==> src/rtl/core/rtnb_pkg.sv <==
// Shared types, constants and helpers of the radix tree node builder.
`default_nettype none
package rtnb_pkg;

  localparam int KEY_W      = 64;
  localparam int IDX_W      = 10;
  localparam int CNT_W      = 11;
  localparam int OFF_W      = CNT_W + 1;
  localparam int POS_W      = CNT_W + 3;
  localparam int DELTA_W    = 8;
  localparam int LZC_W      = 7;
  localparam int IN_DATA_W  = 80;
  localparam int OUT_USED_W = 4 * IDX_W + 2;
  localparam int OUT_DATA_W = 48;

  localparam logic ACT_STORE = 1'b0;
  localparam logic ACT_BUILD = 1'b1;

  localparam logic [CNT_W-1:0] MIN_LEAVES = 11'd2;

  typedef logic signed [DELTA_W-1:0] delta_t;

  localparam delta_t DELTA_NONE = -8'sd1;
  localparam delta_t TIE_BONUS  = 8'sd32;

  typedef struct packed {
    logic             inr;
    logic [CNT_W-1:0] i;
    logic [CNT_W-1:0] j;
  } probe_t;

  function automatic logic [LZC_W-1:0] lzc64(input logic [KEY_W-1:0] v);
    logic [LZC_W-1:0] c;
    c = LZC_W'(KEY_W);
    for (int k = 0; k < KEY_W; k++) begin
      if (v[k]) c = LZC_W'(KEY_W - 1 - k);
    end
    return c;
  endfunction

endpackage
`default_nettype wire

==> src/rtl/core/rtnb_delta.sv <==
// Prefix length unit: common prefix of two keys, index tie-break, -1 outside the range.
`default_nettype none
module rtnb_delta
  import rtnb_pkg::*;
(
  input  logic             clk,
  input  logic             en,
  input  logic [KEY_W-1:0] ka,
  input  logic [KEY_W-1:0] kb,
  input  probe_t           probe,
  output delta_t           delta
);

  logic             eq;
  logic [KEY_W-1:0] diff;
  logic [LZC_W-1:0] lz;
  delta_t           delta_calc;

  always_comb begin
    eq   = (ka == kb);
    diff = eq ? KEY_W'(probe.i ^ probe.j) : (ka ^ kb);
    lz   = lzc64(diff);
    if (!probe.inr) begin
      delta_calc = DELTA_NONE;
    end else if (eq) begin
      delta_calc = delta_t'({1'b0, lz}) + TIE_BONUS;
    end else begin
      delta_calc = delta_t'({1'b0, lz});
    end
  end

  always_ff @(posedge clk) begin
    if (en) begin
      delta <= delta_calc;
    end
  end

endmodule
`default_nettype wire

==> config.mk <==
export PLATFORM = sky130hd
export DESIGN_NAME = rtnb_delta
export DESIGN_NICKNAME = d
export VERILOG_FILES = /design/src/rtl/core/rtnb_pkg.sv /design/src/rtl/core/rtnb_delta.sv
export SDC_FILE = /design/constraint.sdc
export NUM_CORES = 1
export LEC_CHECK = 0
export BUFFER_PORTS_ARGS = -buffer_cell sky130_fd_sc_hd__buf_4
export CAP_MARGIN = 20
export CELL_PAD_IN_SITES_DETAIL_PLACEMENT = 1
export CELL_PAD_IN_SITES_GLOBAL_PLACEMENT = 1
export CORE_UTILIZATION = 25
export CTS_CLUSTER_DIAMETER = 80
export DETAILED_ROUTE_END_ITERATION = 6
export GPL_TIMING_DRIVEN = 0
export PLACE_DENSITY = 0.86
export SYNTH_ARGS = -nofsm -noshare
export SYNTH_HDL_FRONTEND = slang
export SYNTH_SLANG_ARGS = --single-unit
==> constraint.sdc <==
create_clock -name clk -period 2.85 [get_ports clk]
set_input_delay 0.1425 -clock clk [delete_from_list [all_inputs] [get_ports clk]]
set_output_delay 0.1425 -clock clk [all_outputs]
set_load 0.05 [all_outputs]
==> impl_metrics.tcl <==
set metrics [dict create \
    hp-start "en" \
    totalWireLength_mm 8.13 \
    top_layer_used "met4" \
    top_regs "delta x8" \
    yosysWarnings 0 \
    num_vias 2720 \
    num_io_pins 161 \
    firstDrtPassIters 4 \
    numCtsBuffers 3 \
    row_count 33 \
    dieArea_um2 8900 \
    synthArstFlopShare_pct 0 \
    min_path_cells 1 \
    fin_cells 545 \
    ant_nets 0 \
    num_antenna_cells 0 \
    largest_reg_flops 8 \
    critPathCaptureType "register" \
    ir_worst_vdd_v 0.000131 \
    ys_seq_elements 8 \
    gp_congestion 0.837 \
    drc 0 \
    min_to "delta[4]$_SDFFCE_PN1P_" \
    synth_area_um2 2130 \
    required_ps 2820 \
    grt_pass1_wl_mm 12.4 \
    synth.area.top_cells "xnor2_1 (18%), xor2_1 (16%), edfxtp_1 (11%)" \
    ctsHoldBuffers 0 \
    nFillCells 1016 \
    antenna_found_initial 0 \
    final_max_slew_viol_count 0 \
    path_class "in -> reg" \
    place_ws_ps -343 \
    leakage_uw 0.00154 \
    cp.arrival_ps 2730 \
    wire_per_inst_um 14.9 \
    routed_via_density 4.99 \
    ys_types 61 \
    startpoint "kb[14]" \
    initial_core_util_pct 25.9 \
    setup_viol 0 \
    yosysTopAreaCell "xnor2_1" \
    yosysSeqAreaShare_pct 11.3 \
    die_w_um 94.4 \
    wirelength_met1_mm 3.19 \
    grt_pass1_vias 2834 \
    netlist.area_leader.share_pct 17.7 \
    die_y_um 94.4 \
    finalCritPeriodShare_pct 96.7 \
    maxCapViolations 0 \
    hpwl_mm 7.20 \
    min_path_type "in -> reg" \
    worstMarginPinSlew_ps 943 \
    finalInstanceArea_um2 3640 \
    fmax_ghz 0.363 \
    route.met3.wl_um 392 \
    tritoncts "built" \
    cts_root_buffer "clkbuf_8" \
    dpl.cell_count 534 \
    critPathMaxFanout 10 \
    clock-sinks 8 \
    synth-main-ff-cell "edfxtp_1" \
    final_util_pct 44.3 \
    fin_crit_ps 2760 \
    fin_ws_ps 94.3 \
    h-tree-depth 1 \
    top_register "delta" \
    grtUsageTotal_pct 17.5 \
    ys_top_cells_by_count "xnor2_1 (43), xor2_1 (40), nand2_1 (22)" \
    nets 596 \
    slew-limit-headroom_pct 35.5 \
    synth_most_common_cell "xnor2_1" \
    avgSynthCellArea_um2 7.90 \
    drt_iter0_drc 38 \
    status "finished, final reports clean" \
    final_layout_size_suffix_gt1_share_pct 45.5 \
    io_buffers 159 \
    setup.worst_path.start_class "input port" \
    syn_nets 424 \
    placed_area_um2 3460 \
    clockBufferDepth 2 \
    met2_length_mm 4.47 \
    hold_viol_final 0 \
    clk_pin_slew_ps 40 \
    overflow 0 \
    power_density_nw_per_um2 226 \
    core_area_um2 8220 \
    synth_edf_count 8 \
    rsz0062_at_grt "true" \
    area_growth_pct 70.6 \
    netlist_instances 270 \
    grt_start_max_net_pins 11 \
]
==> critical path: stages <==
cell and delay [ps]:
buf_4 110, xor2_1 170, or4_4 580, nor4_4 350, and4_4 280, buf_6 140
mux2i_2 90, nor3_2 290, nand2_1 110, nor2_1 100, ha_1 230, nand2_1 60
nand2_1 50
==> layout by cell type (no fill, tap or decap), types with 3 or more instances in the layout <==
cell type / n
a41oi_1: 3
a2111oi_0: 5
or4_4: 4
nand3_1: 11
and4_2: 3
xor2_1: 40
nand2_1: 22
o21ai_0: 17
and2_1: 4
inv_1: 3
buf_4: 168
clkbuf_8: 3
xnor2_1: 41
nor2_1: 19
o2111ai_1: 3
nor4_1: 3
edfxtp_1: 8
nor2b_1: 4
nand4_1: 8
a21oi_1: 14
o211ai_1: 3
a211oi_1: 5
nand2b_1: 3
==> stage by stage <==
step | hold slack (ps) | setup TNS [ps] | total power (uW)
after global placement | 417 | -425 | 663
after CTS | 188 | 0 | 816
after detailed placement | 422 | -958 | 677
after global routing | 201 | -93.6 | 878
final | 191 | 0 | 823
after floorplan | 255 | 0 | 415
==> worst max path at each step <==
stage,endpoint,cells after the start,slack [ps]
2_1_floorplan,delta[6]$_SDFFCE_PN1P_,12,140
3_3_place_gp,delta[6]$_SDFFCE_PN1P_,13,-220
3_5_place_dp,delta[6]$_SDFFCE_PN1P_,13,-340
4_1_cts,delta[6]$_SDFFCE_PN1P_,13,2
5_1_grt,delta[6]$_SDFFCE_PN1P_,12,-40
6_report,delta[6]$_SDFFCE_PN1P_,13,90
==> repair_timing <==
action / 4_1_cts / 5_1_grt
setup buffers: 1 / 7
resized for setup: 3 / 9
endpoints found under the setup margin: 1 / 5
pin swaps: 1 / 9
cloned: 0 / 0
==> per-layer routing <==
layer | global-route usage, % | up-vias
met5 | 0 | -
met4 | 3.59 | 0
met3 | 1.85 | 6
met2 | 35.1 | 90
met1 | 19.4 | 1269
li1 | - | 1355
==> area by class of cell <==
cell class	instances	area, um2	share of cell area, %
clock buffer	3	41.3	1.14
inverter	3	11.3	0.310
multi-input combinational	257	1940	53.4
tap	105	131	3.61
timing repair buffer	167	1250	34.5
buffer	2	18.8	0.516
sequential	8	240	6.60
==> cells by family (layout without fill, tap and decap cells) <==
kind of cell,Yosys count,in the layout,synth area share [%]
adders and majority gates,1,1,0.587
buffers and inverters,5,175,1.41
muxes,1,1,0.470
and+or+nand+nor,101,101,28.5
xor gates and xnor gates,84,84,34.9
AOI/OAI and AO/OA,70,70,22.9
DFF,8,8,11.3
==> power by group <==
| group | internal [uW] | switching (uW) | leakage, uW |
|---|---|---|---|
| Sequential | 142 | 2.33 | 0.0000785 |
| Combinational | 276 | 273 | 0.00144 |
| Clock | 90.9 | 38.7 | 0.0000216 |
| Total | 509 | 314 | 0.00154 |
Note: power is estimated with default switching activity, not from simulation.
